`config.mk`:
```
export PLATFORM = sky130hd
export DESIGN_NAME = modbus_ascii_frame_receiver
export DESIGN_NICKNAME = d
export VERILOG_FILES = /design/src/hdl/mbar_pkg.sv /design/src/hdl/modbus_ascii_frame_receiver.sv
export SDC_FILE = /design/constraint.sdc
export NUM_CORES = 1
export LEC_CHECK = 0
export BUFFER_PORTS_ARGS = -buffer_cell sky130_fd_sc_hd__buf_2
export CAP_MARGIN = 20
export CORE_MARGIN = 2
export CORE_UTILIZATION = 45
export CTS_CLUSTER_DIAMETER = 50
export DETAILED_ROUTE_END_ITERATION = 7
export SYNTH_ARGS = -nofsm -noshare
export SYNTH_HDL_FRONTEND = slang
export SYNTH_SLANG_ARGS = --single-unit
```
`constraint.sdc`:
```
create_clock -name clock -period 8.8 [get_ports clock]
set_input_delay 1.32 -clock clock [delete_from_list [all_inputs] [get_ports clock]]
set_output_delay 1.32 -clock clock [all_outputs]
set_load 0.03 [all_outputs]
```
`src/hdl/mbar_pkg.sv`:
```
// ----------------------------------------------------------------------------
// mbar_pkg
// Shared constants and the hex digit decoder for the ASCII frame receiver.
// ----------------------------------------------------------------------------
package mbar_pkg;

   localparam int MAX_PDU_CHARS_DEFAULT = 506;

   localparam int REQ_DATA_W = 24;
   localparam int RSP_DATA_W = 48;
   localparam int COUNT_W    = 10;

   localparam logic [7:0] START_CHAR      = 8'h3A;
   localparam logic [7:0] CR_CHAR         = 8'h0D;
   localparam logic [7:0] LF_CHAR         = 8'h0A;
   localparam logic [7:0] ERROR_REPLY_BIT = 8'h80;

   localparam logic [1:0] PH_HUNT    = 2'd0;
   localparam logic [1:0] PH_BODY    = 2'd1;
   localparam logic [1:0] PH_LRC     = 2'd2;
   localparam logic [1:0] PH_TRAILER = 2'd3;

   localparam logic [1:0] ST_OK      = 2'd0;
   localparam logic [1:0] ST_LRC_ERR = 2'd1;
   localparam logic [1:0] ST_TRAILER = 2'd2;

   typedef struct packed {
      logic [7:0] function_code;
      logic [7:0] slave_address;
      logic [7:0] exception_code;
      logic       is_exception;
      logic [1:0] frame_status;
      logic [7:0] byte_index;
      logic [7:0] data_byte;
   } rsp_fields_type;

   function automatic logic [3:0] hex_nibble(input logic [7:0] c);
      logic [3:0] n;
      n = 4'd0;
      if (c >= 8'h30 && c <= 8'h39) begin
         n = 4'(c - 8'h30);
      end else if (c >= 8'h41 && c <= 8'h46) begin
         n = 4'(c - 8'h41 + 8'd10);
      end else if (c >= 8'h61 && c <= 8'h66) begin
         n = 4'(c - 8'h61 + 8'd10);
      end
      return n;
   endfunction

endpackage

```
`src/hdl/modbus_ascii_frame_receiver.sv`:
```
// ----------------------------------------------------------------------------
// modbus_ascii_frame_receiver
// Hunts for ':', decodes hex pairs of address and PDU, checks LRC and CR LF.
// Path: a word lands in the input register at acceptance and
//    its result is registered in the rsp register when the state advances.
// Throughput: one character per cycle while the rsp register is free or being taken, set by the single state update.
// Reset: synchronous; both registers empty, receiver hunting for a colon.
// ----------------------------------------------------------------------------
module modbus_ascii_frame_receiver
   import mbar_pkg::*;
#(
   parameter int MAX_PDU_CHARS = MAX_PDU_CHARS_DEFAULT
) (
   input  logic                  clock,
   input  logic                  reset,
   input  logic                  req_tvalid,
   output logic                  req_tready,
   // [7:0] rx_char, [16:8] expected_pdu_chars, [23:17] zero
   input  logic [REQ_DATA_W-1:0] req_tdata,
   output logic                  rsp_tvalid,
   input  logic                  rsp_tready,
   // [7:0] data_byte, [15:8] byte_index, [17:16] frame_status,
   // [18] is_exception, [26:19] exception_code, [34:27] slave_address,
   // [42:35] function_code, [47:43] zero
   output logic [RSP_DATA_W-1:0] rsp_tdata,
   output logic                  rsp_tlast
);

   localparam logic [COUNT_W-1:0] MaxChars = COUNT_W'(MAX_PDU_CHARS);

   logic               in_valid_ff, in_valid_in;
   logic [7:0]         in_char_ff;
   logic [8:0]         in_want_ff;
   logic               advance;

   logic [1:0]         phase_ff, phase_in;
   logic [COUNT_W-1:0] count_ff, count_in;
   logic [COUNT_W-1:0] target_ff, target_in;
   logic [3:0]         high_ff, high_in;
   logic [7:0]         sum_ff, sum_in;
   logic [7:0]         addr_ff, addr_in;
   logic [7:0]         func_ff, func_in;
   logic [7:0]         exc_ff, exc_in;
   logic [7:0]         lrc_ff, lrc_in;
   logic               cr_ff, cr_in;

   logic               out_valid_ff, out_valid_in;
   logic               out_last_ff, out_last_in;
   rsp_fields_type     out_ff, out_in;
   logic               emit;

   logic [3:0]         nib;
   logic [7:0]         b;
   logic [COUNT_W-1:0] want_sat;
   logic               exc_flag;

   assign advance    = in_valid_ff && (!out_valid_ff || rsp_tready);
   assign req_tready = !in_valid_ff || advance;

   always_comb begin
      in_valid_in = in_valid_ff;
      if (req_tready) begin
         in_valid_in = req_tvalid;
      end
   end

   always_ff @(posedge clock) begin
      if (reset) begin
         in_valid_ff <= 1'b0;
      end else begin
         in_valid_ff <= in_valid_in;
      end
      if (req_tvalid && req_tready) begin
         in_char_ff <= req_tdata[7:0];
         in_want_ff <= req_tdata[16:8];
      end
   end

   always_comb begin
      phase_in = phase_ff;
      count_in = count_ff;
      target_in = target_ff;
      high_in = high_ff;
      sum_in = sum_ff;
      addr_in = addr_ff;
      func_in = func_ff;
      exc_in = exc_ff;
      lrc_in = lrc_ff;
      cr_in = cr_ff;
      emit = 1'b0;
      out_last_in = 1'b0;
      out_in = '0;
      nib = hex_nibble(in_char_ff);
      b = {high_ff, nib};
      exc_flag = (func_ff & ERROR_REPLY_BIT) != 8'd0;
      want_sat = {1'b0, in_want_ff};
      if (want_sat < COUNT_W'(2)) begin
         want_sat = COUNT_W'(2);
      end
      if (want_sat > MaxChars) begin
         want_sat = MaxChars;
      end
      case (phase_ff)
         PH_HUNT: begin
            if (in_char_ff == START_CHAR) begin
               target_in = {want_sat[COUNT_W-1:1], 1'b0};
               count_in = '0;
               high_in = '0;
               sum_in = '0;
               addr_in = '0;
               func_in = '0;
               exc_in = '0;
               lrc_in = '0;
               cr_in = 1'b0;
               phase_in = PH_BODY;
            end
         end
         PH_BODY: begin
            count_in = count_ff + COUNT_W'(1);
            if (!count_ff[0]) begin
               high_in = nib;
            end else begin
               sum_in = sum_ff + b;
               if (count_ff[8:1] == 8'd0) begin
                  addr_in = b;
               end else if (count_ff[8:1] == 8'd1) begin
                  func_in = b;
                  if ((b & ERROR_REPLY_BIT) != 8'd0) begin
                     target_in = COUNT_W'(4);
                  end
               end else if (count_ff[8:1] == 8'd2 && exc_flag) begin
                  exc_in = b;
               end
               if (count_in >= target_in + COUNT_W'(2)) begin
                  phase_in = PH_LRC;
               end
               emit = 1'b1;
               out_in.data_byte = b;
               out_in.byte_index = count_ff[8:1];
               out_in.slave_address = addr_in;
               out_in.function_code = func_in;
            end
         end
         PH_LRC: begin
            count_in = count_ff + COUNT_W'(1);
            if (!count_ff[0]) begin
               high_in = nib;
            end else begin
               lrc_in = b;
               phase_in = PH_TRAILER;
            end
         end
         default: begin
            if (count_ff == target_ff + COUNT_W'(4)) begin
               cr_in = (in_char_ff == CR_CHAR);
               count_in = count_ff + COUNT_W'(1);
            end else begin
               emit = 1'b1;
               out_last_in = 1'b1;
               if (!cr_ff || in_char_ff != LF_CHAR) begin
                  out_in.frame_status = ST_TRAILER;
               end else if (8'(8'd0 - sum_ff) != lrc_ff) begin
                  out_in.frame_status = ST_LRC_ERR;
               end else begin
                  out_in.frame_status = ST_OK;
               end
               out_in.is_exception = exc_flag;
               out_in.exception_code = exc_flag ? exc_ff : 8'd0;
               out_in.slave_address = addr_ff;
               out_in.function_code = func_ff;
               phase_in = PH_HUNT;
               count_in = '0;
            end
         end
      endcase
   end

   always_ff @(posedge clock) begin
      if (reset) begin
         phase_ff <= PH_HUNT;
         count_ff <= '0;
         target_ff <= '0;
         high_ff <= '0;
         sum_ff <= '0;
         addr_ff <= '0;
         func_ff <= '0;
         exc_ff <= '0;
         lrc_ff <= '0;
         cr_ff <= 1'b0;
      end else if (advance) begin
         phase_ff <= phase_in;
         count_ff <= count_in;
         target_ff <= target_in;
         high_ff <= high_in;
         sum_ff <= sum_in;
         addr_ff <= addr_in;
         func_ff <= func_in;
         exc_ff <= exc_in;
         lrc_ff <= lrc_in;
         cr_ff <= cr_in;
      end
   end

   always_comb begin
      out_valid_in = out_valid_ff;
      if (advance) begin
         out_valid_in = emit;
      end else if (rsp_tready) begin
         out_valid_in = 1'b0;
      end
   end

   always_ff @(posedge clock) begin
      if (reset) begin
         out_valid_ff <= 1'b0;
      end else begin
         out_valid_ff <= out_valid_in;
      end
      if (advance && emit) begin
         out_ff <= out_in;
         out_last_ff <= out_last_in;
      end
   end

   assign rsp_tvalid = out_valid_ff;
   assign rsp_tlast  = out_last_ff;
   assign rsp_tdata  = {5'd0, out_ff};

endmodule

```
**Word level (Yosys, flattened, before mapping)**

Index checks and enable logic that the tools add are counted.

- Register bits after elaboration: 130
- Input bits: 28
- Output and inout bits: 51
- Word-level logic and storage cells: 152

- Add/subtract/negate cells: 10
- Order comparisons: 9
- Equal/unequal tests: 18
- Muxes and demuxes: 56
- Bitwise logic cells: 2
- Reduce and logical (&&, ||, !) cells: 34

Operator list:

| kind | count |
|---|---|
| $mux 8 | 13 |
| $mux 10 | 10 |
| $pmux 8 s2 | 5 |
| $pmux 10 s2 | 2 |
| $pmux 16 s2 | 1 |
| $mux 27 | 1 |
| $mux 4 | 5 |
| $ge 8x7->1 const B | 2 |
| $le 8x7->1 const B | 2 |
| $mux 16 | 1 |
| $ne 2x2->1 const B | 8 |
| $reduce_and 4->1 | 4 |
| $mux 2 | 6 |
| $sub 4x1->4 const B | 3 |
| $add 10x1->10 const B | 1 |
| $add 10x2->10 const B | 1 |
| $add 10x3->10 const B | 1 |
| $eq 10x10->1 | 1 |
| $ge 10x10->1 | 1 |
| $gt 10x9->1 const B | 1 |
| $reduce_bool 2->1 | 5 |
| $reduce_or 5->1 | 2 |
| $lt 9x2->1 const B | 1 |
| $mux 9 | 1 |
| 30 further kinds | 51 |

**Logic depth before layout (Yosys ltp)**

Gate-level depths: netlist of run 1.

- Depth in word-level cells: 10
- Mapped depth: 14
- Gate-level depth less buffers: 14

**Worst setup path before layout of run 1**

Ideal clock, no wire load.

- Kind: input-to-reg
- Start point: in rsp_tready
- End point: reg out_ff (netlist bit rsp_tdata[0]) (enable)
- Setup time: 0.460 ns
- Arrival time: 3.692 ns
- Required time: 8.340 ns
- Path slack: 4.648 ns
- Cell stages on the path: 3
- Buffers on the path: 0
- Cell sequence: nand2b_1 nand2_1 a21oi_1

- Word-level cells in the longest chain between the ends: 3

Ends and longest elaborated chain:

| element | RTL line | RTL |
|---|---|---|
| start: declaration | modbus_ascii_frame_receiver.sv:21 | `input logic rsp_tready,` |
| $logic_or 1x1->1 | modbus_ascii_frame_receiver.sv:57 | `assign advance = in_valid_ff && (!out_valid_ff \|\| rsp_tready);` |
| $logic_and 1x1->1 | modbus_ascii_frame_receiver.sv:57 |  |
| $logic_and 1x1->1 | modbus_ascii_frame_receiver.sv:219 | `if (advance && emit) begin` |
| end signal: assignment | modbus_ascii_frame_receiver.sv:220 | `out_ff <= out_in;` |
| end: declaration | modbus_ascii_frame_receiver.sv:49 | `rsp_fields_type out_ff, out_in;` |

No other way between the ends.
A chain may end at the register's enable or synchronous reset.

**Worst setup path after layout of run 1**

- Start point: reg in_char_ff[3]
- End point: reg sum_ff[6]

- Word-level cells in the longest chain between the ends: 8
- Elaborated cells between the ends (all ways): 23
- Classes of those cells: add/sub: 6; order compare: 6; eq/ne: 2; mux: 5; reduce/logical: 4

Ends and longest elaborated chain:

| element | RTL line | RTL |
|---|---|---|
| start: declaration | modbus_ascii_frame_receiver.sv:32 | `logic [7:0] in_char_ff;` |
| start signal: assignment | modbus_ascii_frame_receiver.sv:74 | `in_char_ff <= req_tdata[7:0];` |
| $sub 4x1->4, or another cell as far along | mbar_pkg.sv:43, mbar_pkg.sv:45 |  |
| $add 4x4->4 or $logic_and 1x1->1 (tied branches) | mbar_pkg.sv:43, mbar_pkg.sv:45, mbar_pkg.sv:44 |  |
| $mux 4 | mbar_pkg.sv:44 | `end else if (c >= 8'h61 && c <= 8'h66) begin` |
| $mux 4 | mbar_pkg.sv:42 | `end else if (c >= 8'h41 && c <= 8'h46) begin` |
| $mux 4 | mbar_pkg.sv:40 | `if (c >= 8'h30 && c <= 8'h39) begin` |
| $add 8x8->8 | modbus_ascii_frame_receiver.sv:123 | `sum_in = sum_ff + b;` |
| $mux 8 | modbus_ascii_frame_receiver.sv:120 | `if (!count_ff[0]) begin` |
| $pmux 8 s2 | modbus_ascii_frame_receiver.sv:103 | `case (phase_ff)` |
| end signal: assignment | modbus_ascii_frame_receiver.sv:195 | `sum_ff <= sum_in;` |
| end: declaration | modbus_ascii_frame_receiver.sv:40 | `logic [7:0] sum_ff, sum_in;` |

Several ways; a longest one is shown, not always the timed one. The select of a mux whose other input is x is not followed.

==> impl_metrics.toml, run 1 <==
[synthesis]
synthCells = 663
yosys.area_share.simple_pct = 19.8
synth-seq-area-share_pct = 48.4
synth_fa_ha_area_share_pct = 5.63
ys_seq_elements = 129
yosys_warnings = 0
avgSynthCellArea_um2 = 9.92
synthXorXnorAreaFrac_pct = 5.46
synth_mux_area_share_pct = 1.10
synth_top_family_by_area = "simple AND/OR/NAND/NOR gates"
ys_async_sr_fraction_pct = 0
ys.flop_type = "dfxtp_1"
yosysUniqueCellTypes = 72
synth_compound_area_share_pct = 15.4
syn_area_um2 = 6580
synth-edff-count = 60

[setup_path]
critical-path-top-delay-family = "compound AO/OA/AOI/OAI gates"
r2r_cells = 11
crit_required_ns = 9.16
crit_path_frequent_cell = "o21ai_0"
critPathKind = "reg2reg"
reg2reg_from = "in_char_ff[3]"
start_kind = "register"
worstPathCellList = "or4b_2 -> a211oi_1 -> a22o_1 -> inv_1 -> fa_1 -> nor2b_1 -> o21ai_0 -> a21boi_0 -> o21ai_0 -> a2111oi_0 -> a311o_1"
worst_path_largest_cell_delay_ns = 0.67
endpoint_kind = "register"
r2r_setup_slack_ns = 4.92
critPathBufInv = 1
cp_slowest_cell = "or4b_2"
crit_fanout = 9
rr_endpoint = "sum_ff[6]"
cp.arrival_ns = 4.24

[worst_hold_path]
hold_depth = 2
hold_class = "reg2reg"
holdPathEnd = "addr_ff[1]"
min_from = "addr_ff[1]"

[clock_tree]
clockBufferDepth = 2
root_buffer = "clkbuf_16"
h-tree-depth = 4
cts.sinks = 129
cts_tree = "built"
cts_resized = 0
cts.reportedPaths.clkPinSlew_ns = 0.06
clock_latency_ns = 0.42
hold_buffers = 0
post_cts_buffers = 0
cts_buffers = 17

[final_layout]
fin_nets = 769
layout_commonest_cell = "dfxtp_1"
fin_util_pct = 52.6
syn2layout_area_growth_pct = 15.2
fillers = 1322
final_cell_mix = "69 x dfxtp_1, 66 x nor2_1, 66 x buf_2"
drive_above_1_share_pct = 16.0

[die]
start_util_pct = 45.6
die_area_um2 = 15600
die_height_um = 125
die_x_um = 125
core-area_um2 = 14400
io_pins = 79
rows = 44

[sta]
worst_slew_pin_slew_ns = 0.976
hold_viol = 0
period_needed_ns = 3.88
clock_skew_ns = 0.00919
maxSlewViolCount = 0
setup_viol = 0
fmax_ghz = 0.258
tns_ns = 0
whs_ns = 0.493
rsz0062_at_grt = "false"
slew_headroom_pct = 34.7
min_period_over_period_pct = 44.1

[global_routing]
grt_max_degree = 77
antenna_found_initial = 0
grt-ovfl-total = 0
grt_pass1_wl_mm = 26.1
gr-usage-all-layers_pct = 20.9
grt_pass1_vias = 5075

[drt]
wl_per_cell_um = 17.4
firstDrtPassIters = 5
viasPerCell = 5.72
first_iter_violations = 363
drc = 0
finalWirelength_mm = 15.8
vias = 5208
ant_nets = 0

[placement]
gp_congestion = 0.827
io_buffers = 65
dp_hpwl_mm = 10.9

[power]
vdd_ir_drop_max_mv = 0.140
finalPower_mw = 1.36
power.density_nw_per_um2 = 180
p_leak_nw = 2.67

[status]
outcome = "finished clean"

[run]
maxCapViolCount = 0
[worst register-to-register path: cells and delay by family (launching register included)]
family                   cells  cell delay (ns)
flip-flops                   1             0.46
buffers and inverters        1             0.16
AO/OA/AOI/OAI                7             1.96
AND/OR/NAND/NOR              2             0.79
adder cells (fa/ha/maj)      1             0.46
[power breakdown]
part           internal, mW  switching [mW]  leakage (nW)
logic               0.00789          0.0189          1.37
registers             0.629         0.00389          1.02
clock network         0.429           0.276         0.287
total                  1.07           0.299          2.67
[synthesized netlist by cell type, drive strengths merged, types with 18 or more instances]
library cell,n,area (µm²)
and3,19,119
o21ai,23,115
nand2,48,180
dfxtp,69,1380
nand3,23,115
a21oi,26,130
edfxtp,60,1800
a22oi,36,270
nor2,66,248
xnor2,30,263
and2,18,114
buf,19,108
clkbuf,23,87.6
inv,21,78.8
ha,28,350
[kinds of logic (layout without fill, tap and decap cells)]
group           after synthesis  after routing
fa+ha+maj                    29             29
mux                           7              7
compound gates              142            142
buf+inv                      63            121
xor+xnor                     41             41
flops                       129            129
other cells                   1              6
simple gates                251            251
[sequential cells by signal, indices dropped and copies added (netlist names)]
| name | cells |
|---|---|
| count_ff | 10 |
| in_valid_ff | 1 |
| rsp_tvalid | 1 |
| in_want_ff | 8 |
| cr_ff | 1 |
| func_ff | 8 |
| exc_ff | 8 |
| rsp_tlast | 1 |
| target_ff | 10 |
| addr_ff | 8 |
| in_char_ff | 8 |
| rsp_tdata | 43 |
| lrc_ff | 8 |
| high_ff | 4 |
| sum_ff | 8 |
| phase_ff | 2 |
[layer usage]
layer	track usage (%)	part of all wire [%]	up-vias
li1	-	-	2540
met1	28.1	47	2486
met2	33.8	47	163
met3	4.04	4.5	19
met4	7.97	1.3	0
met5	0	0	-
[layout make-up]
cell class                      count  area [µm²]  share of cell area [%]
Sequential cell                   129        3180                    42.0
Multi-Input combinational cell    475        3150                    41.5
Clock buffer                       19         443                    5.84
Timing Repair Buffer               68         345                    4.56
Tap cell                          184         230                    3.04
Clock inverter                     13         149                    1.96
Inverter                           21        78.8                    1.04
Antenna cell                        1        2.50                  0.0330
[per-stage QoR]
stage	worst slack (ns)	cells	area, µm²
3_3_place_gp	5.19	876	6980
4_1_cts	5.00	909	7580
3_5_place_dp	5.02	877	6990
2_1_floorplan	4.65	667	6590
6_report	4.92	910	7580
5_1_grt	4.67	909	7580
[worst max path at each step]
stage,from,endpoint,slack (ns),depth (start not counted)
floorplan,rsp_tready,rsp_tdata[0],4.65,3
global placement,in_char_ff[3],sum_ff[6],5.19,11
detailed placement,in_char_ff[3],sum_ff[6],5.02,11
CTS,in_char_ff[3],sum_ff[6],5.00,11
global route,in_char_ff[3],sum_ff[6],4.67,11
finish,in_char_ff[3],sum_ff[6],4.92,11
Power figures use the tool's default switching activity.
==> run 2: changes to the inputs <==
--- a/config.mk
+++ b/config.mk
@@ -5,6 +5,7 @@
 export SDC_FILE = /design/constraint.sdc
 export NUM_CORES = 1
 export LEC_CHECK = 0
+export ABC_AREA = 1
 export BUFFER_PORTS_ARGS = -buffer_cell sky130_fd_sc_hd__buf_2
 export CAP_MARGIN = 20
 export CORE_MARGIN = 2
==> constraint.sdc (replaced) <==
create_clock -name clock -period 3.7 [get_ports clock]
set_input_delay 0.555 -clock clock [delete_from_list [all_inputs] [get_ports clock]]
set_output_delay 0.555 -clock clock [all_outputs]
set_load 0.03 [all_outputs]
==> impl_metrics.toml, run 2 <==
[drt]
drc = 0
vias = 5677
firstDrtPassIters = 5
first_iter_violations = 433
wl_per_cell_um = 14.4
ant_nets = 0
viasPerCell = 5.07
finalWirelength_mm = 16.1

[die]
start_util_pct = 45.5
core-area_um2 = 15000
rows = 45
die_height_um = 127
die_area_um2 = 16200
die_x_um = 127
io_pins = 79

[clock_tree]
hold_buffers = 0
cts_tree = "built"
clockBufferDepth = 2
clock_latency_ns = 0.42
cts_resized = 0
cts.sinks = 130
cts_buffers = 17
h-tree-depth = 4
post_cts_buffers = 0
root_buffer = "clkbuf_16"
cts.reportedPaths.clkPinSlew_ns = 0.06

[setup_path]
critPathKind = "reg2reg"
start_kind = "register"
endpoint_kind = "register"
cp.arrival_ns = 3.42
crit_fanout = 6
crit_required_ns = 3.98

[global_routing]
grt_pass1_wl_mm = 26.2
antenna_found_initial = 0
grt-ovfl-total = 0
grt_pass1_vias = 5142
gr-usage-all-layers_pct = 20.7
grt_max_degree = 45

[synthesis]
ys.flop_type = "dfxtp_1"
yosysUniqueCellTypes = 48
yosys_warnings = 0
synth.top_cell.area_share_pct = 26.8
yosysMostFrequentCell = "nand2_1"
synth-seq-area-share_pct = 47.0
synth_common_cells = "208 x nand2_1, 94 x inv_1, 79 x a21oi_1"
synth-edff-count = 61
avgSynthCellArea_um2 = 8.05
synthCells = 849
synthTopCellsByArea = "edfxtp_1 27%, dfxtp_1 20%, nand2_1 11%, a21oi_1 5.8%, inv_1 5.2%"
ys_seq_elements = 130
ys_async_sr_fraction_pct = 0
syn_area_um2 = 6830
yosys.area.top_type = "edfxtp_1"

[final_layout]
largest_reg_flops = 43
fin_nets = 975
layout_commonest_cell = "nand2_1"
finalNonFillerCells = 1119
syn2layout_area_growth_pct = 15.7
drive_above_1_share_pct = 14.8
diodes = 0
final_cell_mix = "208 x nand2_1, 93 x inv_1, 79 x a21oi_1"

[power]
power.internal_mw = 2.46
finalPower_mw = 3.20
p_leak_nw = 3.29
switching_share_pct = 22.9
power.density_nw_per_um2 = 404
vdd_ir_drop_max_mv = 0.311
seqPwrFrac_pct = 47.5
clkPwrFrac_pct = 50.2
switchingPower_mw = 0.732
power_frac_comb_pct = 2.3

[sta]
period_needed_ns = 3.15
fmax_ghz = 0.318
maxSlewViolCount = 0
min_period_over_period_pct = 85.1
setup_viol = 0
fin_ws_ns = 0.551
hold_viol = 0
slew_headroom_pct = 36.8
worst_slew_pin_slew_ns = 0.948
clock_skew_ns = 0.00961
tns_ns = 0
rsz0062_at_grt = "false"

[placement]
gp_congestion = 0.855
io_buffers = 66
pre_cts_slack_ns = 0.556
dp_hpwl_mm = 11.5
dp.cells = 1087

[run]
maxCapViolCount = 0

[status]
outcome = "finished clean"

[worst_hold_path]
hold_class = "in2reg"
run 2: critical path, stage by stage (launching register included):
cell      delay, ns
edfxtp_1       0.41
inv_1          0.08
ha_1           0.21
o21bai_1       0.14
nand2_1        0.06
nand2_1        0.15
inv_1          0.07
nand2_1        0.05
o21ai_1        0.06
nand2_1        0.26
inv_1          0.17
ha_1           0.31
a21oi_1        0.06
o21ai_0        0.29
nand2_1        0.11
nand2_1        0.08
a21oi_1        0.07
or2_2          0.28
nand3_1        0.07
a21oi_1        0.06
run 2: logic make-up after synthesis:
| logic type | after synthesis | share of synthesized area [%] |
|---|---|---|
| XOR/XNOR | 24 | 3.19 |
| other | 1 | 0.0549 |
| AO/OA/AOI/OAI | 155 | 12.4 |
| adder cells (fa/ha/maj) | 29 | 5.42 |
| AND/OR/NAND/NOR | 375 | 23.7 |
| buffers and inverters | 135 | 8.22 |
| flip-flops | 130 | 47.0 |
run 2: power by group through the flow:
stage	registers [mW]	logic, mW	clock network (mW)
after detailed placement	1.55	0.0719	0
after global routing	1.52	0.0814	1.70
after floorplan	1.55	0.0502	0
after global placement	1.55	0.0717	0
after CTS	1.52	0.0721	1.63
final	1.52	0.0723	1.61
run 2: path summary, 6_finish.rpt:
kind / from / endpoint / slack, ns / cells after the start
setup / recovery: in_char_ff[1] / sum_ff[5] / 0.55 / 19
hold / removal: req_tdata[1] / in_char_ff[1] / 0.31 / 1
setup reg to reg: in_char_ff[1] / sum_ff[5] / 0.55 / 19
hold reg to reg: addr_ff[7] / addr_ff[7] / 0.46 / 2
run 2: cell type report:
type                    count  area (µm²)
repair buffers             82         450
flip-flops and latches    130        3210
multi-input cells         588        3070
clock buffers              18         429
clock inverters            14         133
well taps                 188         235
inverters                  99         372
fillers                  1457        7130
run 2: layer usage:
metal / track usage (%) / vias to the layer above / part of all wire, %
met3: 3.98 / 13 / 5.1
met4: 6.01 / 0 / 1.0
li1: - / 2941 / -
met1: 30.1 / 2573 / 50
met5: 0 / - / 0
met2: 31.4 / 150 / 43
run 2: through the flow:
stage	hold slack (ns)	area (µm²)	util, %
3_3_place_gp	0.451	7340	48.9
5_1_grt	0.299	7910	52.6
3_5_place_dp	0.456	7340	48.9
2_1_floorplan	0.437	6850	-
4_1_cts	0.294	7910	52.6
6_report	0.306	7910	52.6
